## config.mk

```make
export PLATFORM = sky130hd
export DESIGN_NAME = bayer_channel_average
export DESIGN_NICKNAME = d
export VERILOG_FILES = /design/src/hw/rtl/bca_pkg.sv /design/src/hw/rtl/bayer_channel_average.sv /design/src/hw/rtl/bca_ctrl.sv /design/src/hw/rtl/bca_datapath.sv
export SDC_FILE = /design/constraint.sdc
export NUM_CORES = 2
export LEC_CHECK = 0
export BUFFER_PORTS_ARGS = -buffer_cell sky130_fd_sc_hd__buf_2
export CAP_MARGIN = 15
export CORE_MARGIN = 2
export CORE_UTILIZATION = 35
export DETAILED_ROUTE_END_ITERATION = 12
export HOLD_SLACK_MARGIN = 0.03
export PLACE_DENSITY = 0.53
export SLEW_MARGIN = 20
export SYNTH_ARGS = -nofsm -noshare
export SYNTH_HDL_FRONTEND = slang
export SYNTH_SLANG_ARGS = --single-unit
```

## constraint.sdc

```tcl
create_clock -name clock -period 22.3 [get_ports clock]
set_clock_uncertainty 0.1 [all_clocks]
set_input_delay 1.115 -clock clock [delete_from_list [all_inputs] [get_ports clock]]
set_output_delay 1.115 -clock clock [all_outputs]
set_load 0.005 [all_outputs]
```

## src/hw/rtl/bca_pkg.sv

```systemverilog
// ----------------------------------------------------------------------------
// bca_pkg
// Shared types, register indexes and helpers for the Bayer channel averager.
// ----------------------------------------------------------------------------
package bca_pkg;

   // Configuration register indexes
   localparam logic [2:0] REG_IMAGE_WIDTH   = 3'd0;
   localparam logic [2:0] REG_IMAGE_HEIGHT  = 3'd1;
   localparam logic [2:0] REG_EXCLUDED_ROWS = 3'd2;
   localparam logic [2:0] REG_GRAY_MODE     = 3'd3;
   localparam logic [2:0] REG_FRAME_COUNT   = 3'd4;

   // Gray decoding modes
   localparam logic [1:0] GRAY_RAW         = 2'd0;
   localparam logic [1:0] GRAY_DECODE      = 2'd1;
   localparam logic [1:0] GRAY_DECODE_KEEP = 2'd2;

   localparam logic [15:0] GRAY_MASK = 16'h03FF;
   localparam logic [15:0] GRAY_KEEP = 16'd1023;

   // Bayer lanes, indexed by {odd_row, odd_col}
   localparam int LANES    = 4;
   localparam int LANE_B   = 0;
   localparam int LANE_GB  = 1;
   localparam int LANE_GR  = 2;
   localparam int LANE_R   = 3;

   typedef struct packed {
      logic [12:0] image_width;
      logic [12:0] image_height;
      logic [11:0] excluded_rows;
      logic [1:0]  gray_mode;
      logic [7:0]  frame_count;
   } cfg_type;

   typedef enum logic [2:0] {
      ST_RUN,
      ST_MUL_A,
      ST_MUL_B,
      ST_DIVIDE,
      ST_DONE
   } ctrl_state_type;

   // Controller to datapath
   typedef struct packed {
      logic accept;
      logic mul_a;
      logic mul_b;
      logic div_step;
      logic load_out;
   } dp_cmd_type;

   // Datapath to controller
   typedef struct packed {
      logic frame_end;
      logic div_last;
   } dp_status_type;

   // 10-bit Gray to binary: each bit is the XOR of itself and all higher bits
   function automatic logic [15:0] gray_to_binary(input logic [15:0] raw);
      logic [9:0] g;
      logic [9:0] b;
      g = raw[9:0] & GRAY_MASK[9:0];
      b = '0;
      for (int i = 0; i < 10; i++) begin
         for (int j = 0; j < 10; j++) begin
            if (j >= i) begin
               b[i] = b[i] ^ g[j];
            end
         end
      end
      return {6'd0, b};
   endfunction

endpackage

```

## src/hw/rtl/bayer_channel_average.sv

```systemverilog
// ----------------------------------------------------------------------------
// bayer_channel_average
// Per-channel means of a Bayer raster frame, with optional Gray decoding.
// ----------------------------------------------------------------------------
// Pixels enter on the req_ channel in raster order, one per cycle while
// req_stall is low. Each active pixel is summed into one of four saturating
// Bayer accumulators (B, Gb, Gr, R) chosen by row and column parity.
// The last pixel of a frame starts the end-of-frame sequence: ST_MUL_A and
// ST_MUL_B build the divisor (half width times half active rows, then times
// frame_count), ST_DIVIDE runs a restoring divide on all four sums in
// parallel, one quotient bit per cycle, and ST_DONE loads the result
// register. req_stall stays high from the last pixel until that load.
// The result register holds while rsp_stall is high; a new frame streams in
// meanwhile, and the next result waits only if the previous one is still
// held. Configuration is written through csr_ while the block is idle.
// The block itself does not enforce this; the user is bound to it.
// Reset restores the register defaults, clears the sums and positions,
// and drops rsp_valid.
// ----------------------------------------------------------------------------
module bayer_channel_average #(
   parameter int MAX_WIDTH  = 4096,
   parameter int MAX_HEIGHT = 4096,
   parameter int SUM_WIDTH  = 40
) (
   input  logic        clock,
   input  logic        reset,
   input  logic        csr_wen,
   input  logic [2:0]  csr_index,
   input  logic [12:0] csr_wdata,
   input  logic        req_valid,
   output logic        req_stall,
   input  logic [15:0] req_pixel,
   output logic        rsp_valid,
   input  logic        rsp_stall,
   output logic [15:0] rsp_red_average,
   output logic [15:0] rsp_gr_average,
   output logic [15:0] rsp_gb_average,
   output logic [15:0] rsp_blue_average
);

   bca_pkg::cfg_type       cfg_ff;
   bca_pkg::dp_cmd_type    cmd;
   bca_pkg::dp_status_type status;

   // Configuration registers
   always_ff @(posedge clock) begin
      if (reset) begin
         cfg_ff.image_width   <= 13'd640;
         cfg_ff.image_height  <= 13'd480;
         cfg_ff.excluded_rows <= 12'd80;
         cfg_ff.gray_mode     <= bca_pkg::GRAY_RAW;
         cfg_ff.frame_count   <= 8'd1;
      end else if (csr_wen) begin
         case (csr_index)
            bca_pkg::REG_IMAGE_WIDTH:   cfg_ff.image_width   <= csr_wdata;
            bca_pkg::REG_IMAGE_HEIGHT:  cfg_ff.image_height  <= csr_wdata;
            bca_pkg::REG_EXCLUDED_ROWS: cfg_ff.excluded_rows <= csr_wdata[11:0];
            bca_pkg::REG_GRAY_MODE:     cfg_ff.gray_mode     <= csr_wdata[1:0];
            bca_pkg::REG_FRAME_COUNT:   cfg_ff.frame_count   <= csr_wdata[7:0];
            default: begin
            end
         endcase
      end
   end

   bca_ctrl u_ctrl (
      .clock     (clock),
      .reset     (reset),
      .req_valid (req_valid),
      .req_stall (req_stall),
      .rsp_valid (rsp_valid),
      .rsp_stall (rsp_stall),
      .status    (status),
      .cmd       (cmd)
   );

   bca_datapath #(
      .MAX_WIDTH  (MAX_WIDTH),
      .MAX_HEIGHT (MAX_HEIGHT),
      .SUM_WIDTH  (SUM_WIDTH)
   ) u_datapath (
      .clock            (clock),
      .reset            (reset),
      .cfg              (cfg_ff),
      .req_pixel        (req_pixel),
      .cmd              (cmd),
      .status           (status),
      .rsp_red_average  (rsp_red_average),
      .rsp_gr_average   (rsp_gr_average),
      .rsp_gb_average   (rsp_gb_average),
      .rsp_blue_average (rsp_blue_average)
   );

endmodule

```

## src/hw/rtl/bca_ctrl.sv

```systemverilog
// ----------------------------------------------------------------------------
// bca_ctrl
// Sequencer: streams pixels, then runs divisor build, division and output load.
// ----------------------------------------------------------------------------
module bca_ctrl (
   input  logic                   clock,
   input  logic                   reset,
   input  logic                   req_valid,
   output logic                   req_stall,
   output logic                   rsp_valid,
   input  logic                   rsp_stall,
   input  bca_pkg::dp_status_type status,
   output bca_pkg::dp_cmd_type    cmd
);

   bca_pkg::ctrl_state_type state_ff, state_in;
   logic                    rsp_valid_ff, rsp_valid_in;

   // State and result-valid registers
   always_ff @(posedge clock) begin
      if (reset) begin
         state_ff     <= bca_pkg::ST_RUN;
         rsp_valid_ff <= 1'b0;
      end else begin
         state_ff     <= state_in;
         rsp_valid_ff <= rsp_valid_in;
      end
   end

   // Next state and commands
   always_comb begin
      state_in     = state_ff;
      cmd          = '0;
      req_stall    = 1'b1;
      rsp_valid_in = rsp_valid_ff && rsp_stall;
      case (state_ff)
         bca_pkg::ST_RUN: begin
            req_stall = 1'b0;
            if (req_valid) begin
               cmd.accept = 1'b1;
               if (status.frame_end) begin
                  state_in = bca_pkg::ST_MUL_A;
               end
            end
         end
         bca_pkg::ST_MUL_A: begin
            cmd.mul_a = 1'b1;
            state_in  = bca_pkg::ST_MUL_B;
         end
         bca_pkg::ST_MUL_B: begin
            cmd.mul_b = 1'b1;
            state_in  = bca_pkg::ST_DIVIDE;
         end
         bca_pkg::ST_DIVIDE: begin
            cmd.div_step = 1'b1;
            if (status.div_last) begin
               state_in = bca_pkg::ST_DONE;
            end
         end
         bca_pkg::ST_DONE: begin
            // hold until the output register is free or being drained
            if (!rsp_valid_ff || !rsp_stall) begin
               cmd.load_out = 1'b1;
               rsp_valid_in = 1'b1;
               state_in     = bca_pkg::ST_RUN;
            end
         end
         default: begin
            state_in = bca_pkg::ST_RUN;
         end
      endcase
   end

   assign rsp_valid = rsp_valid_ff;

endmodule

```

## src/hw/rtl/bca_datapath.sv

```systemverilog
// ----------------------------------------------------------------------------
// bca_datapath
// Raster counters, Bayer accumulators, divisor multiplier and four-lane
// restoring divider with output registers.
// ----------------------------------------------------------------------------
module bca_datapath #(
   parameter int MAX_WIDTH  = 4096,
   parameter int MAX_HEIGHT = 4096,
   parameter int SUM_WIDTH  = 40
) (
   input  logic                   clock,
   input  logic                   reset,
   input  bca_pkg::cfg_type       cfg,
   input  logic [15:0]            req_pixel,
   input  bca_pkg::dp_cmd_type    cmd,
   output bca_pkg::dp_status_type status,
   output logic [15:0]            rsp_red_average,
   output logic [15:0]            rsp_gr_average,
   output logic [15:0]            rsp_gb_average,
   output logic [15:0]            rsp_blue_average
);

   localparam int CB  = $clog2(MAX_WIDTH);
   localparam int RB  = $clog2(MAX_HEIGHT);
   localparam int WW  = $clog2(MAX_WIDTH + 1);
   localparam int WH  = $clog2(MAX_HEIGHT + 1);
   localparam int CW  = (WW > 13) ? WW : 13;
   localparam int CH  = (WH > 13) ? WH : 13;
   localparam int AH  = (WH > 12) ? WH : 12;
   localparam int HWB = WW - 1;
   localparam int HHB = WH - 1;
   localparam int DB  = HWB + HHB + 8;
   localparam int DCW = $clog2(SUM_WIDTH);

   logic [CB-1:0]        col_ff, col_in;
   logic [RB-1:0]        row_ff, row_in;
   logic [SUM_WIDTH-1:0] acc_ff [bca_pkg::LANES];
   logic [SUM_WIDTH-1:0] acc_in [bca_pkg::LANES];
   logic [DB-1:0]        rem_ff [bca_pkg::LANES];
   logic [DB-1:0]        rem_in [bca_pkg::LANES];
   logic [15:0]          avg_ff [bca_pkg::LANES];
   logic [HWB+HHB-1:0]   prod_ff;
   logic [DB-1:0]        divisor_ff;
   logic [DCW-1:0]       div_cnt_ff;

   logic [CW-1:0]  w_ext;
   logic [CH-1:0]  h_ext;
   logic [WW-1:0]  w_cl;
   logic [WH-1:0]  h_cl;
   logic [AH-1:0]  act_wide;
   logic [WH-1:0]  active;
   logic [15:0]    px;
   logic           in_active;
   logic           row_end;
   logic           frame_end;
   logic [1:0]     lane;

   // Clamp geometry and derive the active row count
   always_comb begin
      w_ext = CW'(cfg.image_width);
      h_ext = CH'(cfg.image_height);
      if (w_ext > CW'(MAX_WIDTH)) begin
         w_cl = WW'(MAX_WIDTH);
      end else if (w_ext == '0) begin
         w_cl = WW'(1);
      end else begin
         w_cl = WW'(w_ext);
      end
      if (h_ext > CH'(MAX_HEIGHT)) begin
         h_cl = WH'(MAX_HEIGHT);
      end else if (h_ext == '0) begin
         h_cl = WH'(1);
      end else begin
         h_cl = WH'(h_ext);
      end
      if (AH'(cfg.excluded_rows) < AH'(h_cl)) begin
         act_wide = AH'(h_cl) - AH'(cfg.excluded_rows);
      end else begin
         act_wide = '0;
      end
      active = WH'(act_wide);
   end

   // Decode the pixel and place it in the raster
   always_comb begin
      if (cfg.gray_mode == bca_pkg::GRAY_DECODE ||
          (cfg.gray_mode == bca_pkg::GRAY_DECODE_KEEP && req_pixel != bca_pkg::GRAY_KEEP)) begin
         px = bca_pkg::gray_to_binary(req_pixel);
      end else begin
         px = req_pixel;
      end
      in_active = WH'(row_ff) < active;
      row_end   = ((CB+1)'(col_ff) + (CB+1)'(1)) >= (CB+1)'(w_cl);
      frame_end = row_end && (((RB+1)'(row_ff) + (RB+1)'(1)) >= (RB+1)'(h_cl));
      lane      = {row_ff[0], col_ff[0]};
      col_in    = col_ff;
      row_in    = row_ff;
      if (cmd.accept) begin
         if (frame_end) begin
            col_in = '0;
            row_in = '0;
         end else if (row_end) begin
            col_in = '0;
            row_in = row_ff + RB'(1);
         end else begin
            col_in = col_ff + CB'(1);
         end
      end
   end

   assign status.frame_end = frame_end;
   assign status.div_last  = div_cnt_ff == DCW'(SUM_WIDTH - 1);

   // Per-lane accumulate and divide step
   always_comb begin
      logic [SUM_WIDTH:0] sum;
      logic [DB:0]        trial;
      for (int i = 0; i < bca_pkg::LANES; i++) begin
         acc_in[i] = acc_ff[i];
         rem_in[i] = rem_ff[i];
         sum   = (SUM_WIDTH+1)'(acc_ff[i]) + (SUM_WIDTH+1)'(px);
         trial = {rem_ff[i], acc_ff[i][SUM_WIDTH-1]};
         if (cmd.accept && in_active && lane == 2'(i)) begin
            acc_in[i] = sum[SUM_WIDTH] ? '1 : sum[SUM_WIDTH-1:0];
         end
         if (cmd.mul_b) begin
            rem_in[i] = '0;
         end
         if (cmd.div_step) begin
            // shift the dividend out, quotient bits in at the bottom
            if (trial >= {1'b0, divisor_ff}) begin
               rem_in[i] = DB'(trial - {1'b0, divisor_ff});
               acc_in[i] = {acc_ff[i][SUM_WIDTH-2:0], 1'b1};
            end else begin
               rem_in[i] = trial[DB-1:0];
               acc_in[i] = {acc_ff[i][SUM_WIDTH-2:0], 1'b0};
            end
         end
         if (cmd.load_out) begin
            acc_in[i] = '0;
         end
      end
   end

   // Control counters and accumulators
   always_ff @(posedge clock) begin
      if (reset) begin
         col_ff     <= '0;
         row_ff     <= '0;
         div_cnt_ff <= '0;
         for (int i = 0; i < bca_pkg::LANES; i++) begin
            acc_ff[i] <= '0;
         end
      end else begin
         col_ff <= col_in;
         row_ff <= row_in;
         for (int i = 0; i < bca_pkg::LANES; i++) begin
            acc_ff[i] <= acc_in[i];
         end
         if (cmd.mul_b) begin
            div_cnt_ff <= '0;
         end else if (cmd.div_step) begin
            div_cnt_ff <= div_cnt_ff + DCW'(1);
         end
      end
   end

   // Divisor build, remainders and result payload
   always_ff @(posedge clock) begin
      for (int i = 0; i < bca_pkg::LANES; i++) begin
         rem_ff[i] <= rem_in[i];
      end
      if (cmd.mul_a) begin
         prod_ff <= (HWB+HHB)'(w_cl >> 1) * (HWB+HHB)'(active >> 1);
      end
      if (cmd.mul_b) begin
         divisor_ff <= DB'(prod_ff) * DB'(cfg.frame_count);
      end
      if (cmd.load_out) begin
         for (int i = 0; i < bca_pkg::LANES; i++) begin
            if (divisor_ff == '0) begin
               avg_ff[i] <= '0;
            end else if (acc_ff[i][SUM_WIDTH-1:16] != '0) begin
               avg_ff[i] <= 16'hFFFF;
            end else begin
               avg_ff[i] <= acc_ff[i][15:0];
            end
         end
      end
   end

   assign rsp_red_average  = avg_ff[bca_pkg::LANE_R];
   assign rsp_gr_average   = avg_ff[bca_pkg::LANE_GR];
   assign rsp_gb_average   = avg_ff[bca_pkg::LANE_GB];
   assign rsp_blue_average = avg_ff[bca_pkg::LANE_B];

endmodule

```

==> flow_summary_export.csv <==
group,metric,value,unit
run_status,status,"finished, final reports clean",
clock_tree,insertion_delay,0.68,ns
die,die_w,354,um
worst_setup_path,critPathArrivalTime,8.81,ns
die,fp.coreArea,122000,um^2
grt,largest_net_degree_at_the_start_of_global_routing,151,
placed_design,half_perimeter_wire_length_after_placement,89.8,mm
worst_setup_path,critPathSlowestCell,"sky130_fd_sc_hd__nor2_1",
finish,flow.area_growth_from_synthesis,9.95,%
detailed_routing,num_vias,35900,
hold_path,worstHoldPathType,"reg -> reg",
placed_design,final_weighted_congestion_in_routability_driven_placement,0.892,
worst_setup_path,critPathMaxFanout,12,
logic_synthesis,synthesized_flop_and_latch_total,490,
worst_setup_path,setup_crit_path_kind,"reg -> reg",
sta,fin_crit,8.53,ns
logic_synthesis,postSynthNetCount,5606,
die,initial_utilization,35.3,%
die,die-area,125000,um^2
clock_tree,cts_inserted_buffers,59,
sta,finalHoldViolations,0,
logic_synthesis,synthesis.area_per_instance,8.65,um^2
worst_setup_path,cp_data_required_time,22.58,ns
sta,rsz_0062_raised_after_global_routing,"false",
clock_tree,clock-root-buffer,"sky130_fd_sc_hd__clkbuf_16",
finish,design.final.nets,5613,
placed_design,placement.setup.worst_slack,13.86,ns
clock_tree,cts-hold-fix-buffers,0,
logic_synthesis,synthXorXnorAreaFrac,5.55,%
worst_setup_path,timing.critical_path.to_type,"flop",
clock_tree,cts_resized,0,
logic_synthesis,synth-async-reset-ratio,0,%
worst_setup_path,worst_path_most_repeated_cell,"sky130_fd_sc_hd__inv_1",
logic_synthesis,synth_cells,4963,
clock_tree,cts.htree.levels,2,
logic_synthesis,combinational_family_with_the_most_area_after_synthesis,"adder cells",
detailed_routing,drcViolationCount,0,
detailed_routing,ant_nets,0,
clock_tree,cts_sink_cnt,490,
sta,fmax,117,MHz
pwr,leakage,20.5,nW
sta,setup_total_negative_slack,0,ns
grt,antenna_found_initial,0,
finish,post_route_cells_drive_above_1_share,5.68,%
placed_design,placement.io_buffers,102,
logic_synthesis,synth_sequential_area_ratio,28.6,%
logic_synthesis,synthDistinctLibCells,85,
sta,worst_pin_slew,1.07,ns
sta,timing.final.crit_share,38.3,%
die,rows,128,
worst_setup_path,critPathTopFamily,"adder cells",
sta,slew-limit-headroom,28.6,%
finish,final_common_cell,"sky130_fd_sc_hd__nand2_1",
grt,grt_overflow,0,
clock_tree,tritoncts,"yes",
pwr,clock_power_share,42.7,%
logic_synthesis,adder_and_majority_cell_fraction_of_the_synthesized_area,21.9,%
detailed_routing,routed_wl,121,mm
logic_synthesis,ys.flop_type,"sky130_fd_sc_hd__edfxtp_1",
die,ioPinCount,103,
grt,first_global_vias,35500,
logic_synthesis,post_synth_mux_area_share,1.80,%
sta,layout_setup_ws,13.77,ns
detailed_routing,vias_per_cell,5.40,
detailed_routing,drt-wirelength-per-cell,18.3,um
logic_synthesis,post_synth_and_or_nand_nor_area_fraction,18.1,%
pwr,vdd_ir_drop_max,0.0608,mV
pwr,p_int,0.00174,W
worst_setup_path,worst_path_largest_cell_delay,0.65,ns
finish,layout_common_cells,"sky130_fd_sc_hd__nand2_1 (519), sky130_fd_sc_hd__nor2_1 (457), sky130_fd_sc_hd__inv_1 (397), sky130_fd_sc_hd__a21oi_1 (391), sky130_fd_sc_hd__ha_1 (365)",
clock_tree,cts_setup_buffers,0,
finish,fillers,12500,
pwr,switching_share,28.9,%
clock_tree,clk_pin_slew_worst_paths,0.06,ns
sta,setup_viol,0,
die,chipHeight,354,um
pwr,power.net_switching,0.000708,W
pwr,seqPwrFrac,40.1,%
sta,finalMaxSlewViolations,0,
job,cap_viol_max_count,0,
pwr,power.density_cell_area,51.9,nW/um^2
detailed_routing,dr.first_iter.drc_count,2202,
pwr,power.share.combinational,17.3,%
worst_setup_path,crit_buf_inv,5,
clock_tree,clk_path_buf_depth,3,
grt,grt_first_pass_wirelength,194,mm
logic_synthesis,syn-cell-area,42900,um^2
detailed_routing,detail_route.first_pass.iterations,6,
logic_synthesis,synthesis_warnings,0,
worst_setup_path,setup_crit_start_kind,"flop",
logic_synthesis,count_of_flip_flops_with_a_built_in_enable_after_synthesis,248,
finish,diodes,0,
logic_synthesis,synth_compound_gate_area_share,18.7,%
grt,grtUsageTotal,19.0,%
[state kept, by name, indices dropped and copies added, names as in the netlist, 12 cells and up]
register	cells
u_datapath.prod_ff	24
u_datapath.divisor_ff	32
cfg_ff	48
u_datapath.avg_ff	64
u_datapath.acc_ff	160
u_datapath.rem_ff	128
u_datapath.row_ff	12
u_datapath.col_ff	12
[kinds of logic after synthesis]
family / after synthesis
simple gates: 1659
buf+inv: 596
compound gates: 1263
fa+ha+maj: 606
flops: 490
mux: 77
xor+xnor: 272
[routing by layer]
metal / up-vias / track usage, % / wire (um)
met3: 190 / 1.99 / 4800
met1: 17400 / 25.8 / 56200
met5: - / 0 / 0
met2: 733 / 31.8 / 56700
li1: 17500 / - / -
met4: 0 / 6.03 / 3670
[final timing paths]
path	start	cells past startpoint	slack, ns	end
min	cfg_ff[13]	2	0.36	cfg_ff[13]
max	cfg_ff[34]	30	13.77	u_datapath.prod_ff[23]
max reg2reg	cfg_ff[34]	30	13.77	u_datapath.prod_ff[23]
min reg2reg	cfg_ff[13]	2	0.36	cfg_ff[13]
[worst reg2reg max path, delay by kind of cell, from the launching register on]
family	cells	cell delay [ns]
xor gates and xnor gates	1	0.08
adders and majority gates	7	3.05
DFF	1	0.53
and+or+nand+nor	7	1.84
buffers and inverters	5	0.50
AOI/OAI and AO/OA	10	2.14
[final cells by class]
| cell class | count | area, um^2 | share of cell area [%] |
|---|---|---|---|
| tap | 1625 | 2030 | 4.31 |
| multi-input combinational | 3877 | 28500 | 60.3 |
| clock buffer | 81 | 1670 | 3.54 |
| sequential | 490 | 12300 | 26.0 |
| clock inverter | 31 | 403 | 0.854 |
| timing repair buffer | 140 | 808 | 1.71 |
| inverter | 402 | 1510 | 3.20 |
[through the flow]
| stage | area [um^2] | instances | hold WS [ns] | total power [W] | utilization, % |
|---|---|---|---|---|---|
| finish | 47200 | 6646 | 0.355 | 0.00245 | 38.8 |
| global route | 47200 | 6646 | 0.385 | 0.00257 | 38.8 |
| CTS | 47200 | 6646 | 0.358 | 0.00248 | 38.8 |
| detailed placement | 45100 | 6534 | 0.350 | 0.00142 | 37.1 |
| global placement | 45100 | 6534 | 0.344 | 0.00142 | 37.1 |
| floorplan | 42900 | 4963 | 0.336 | 0.00131 | - |
[Yosys cell counts, drive strengths merged (13+ instances only)]
cell type / number / area [um^2]
a211oi: 59 / 448
o221ai: 43 / 377
edfxtp: 248 / 7450
o21bai: 33 / 248
dfxtp: 242 / 4840
a211o: 19 / 166
or3: 18 / 113
nand3b: 13 / 97.6
nor3: 105 / 531
buf: 22 / 115
and3: 60 / 375
a311oi: 16 / 140
mux2i: 75 / 751
nand3: 112 / 561
xor2: 103 / 902
nand2: 520 / 1950
a21oi: 393 / 1970
ha: 365 / 4570
clkbuf: 172 / 646
and2: 120 / 751
or2: 14 / 87.6
o211ai: 22 / 165
nor4: 57 / 357
nand4: 53 / 332
a31oi: 37 / 238
and4: 13 / 114
a21o: 106 / 796
o21ai: 280 / 1400
xnor2: 169 / 1480
fa: 241 / 4820
o31a: 16 / 140
nor2b: 50 / 313
nand2b: 39 / 244
nor2: 459 / 1730
inv: 398 / 1490
o21a: 113 / 848
o22ai: 18 / 113
o31ai: 13 / 103
[power groups by stage]
stage          clock network, W  registers, W  logic [W]
2_1_floorplan                 0      0.000991   0.000319
3_3_place_gp                  0       0.00100   0.000418
3_5_place_dp                  0       0.00100   0.000420
4_1_cts                 0.00108      0.000980   0.000424
5_1_grt                 0.00111      0.000982   0.000479
6_report                0.00104      0.000981   0.000422
Power figures use the tool's default switching activity.
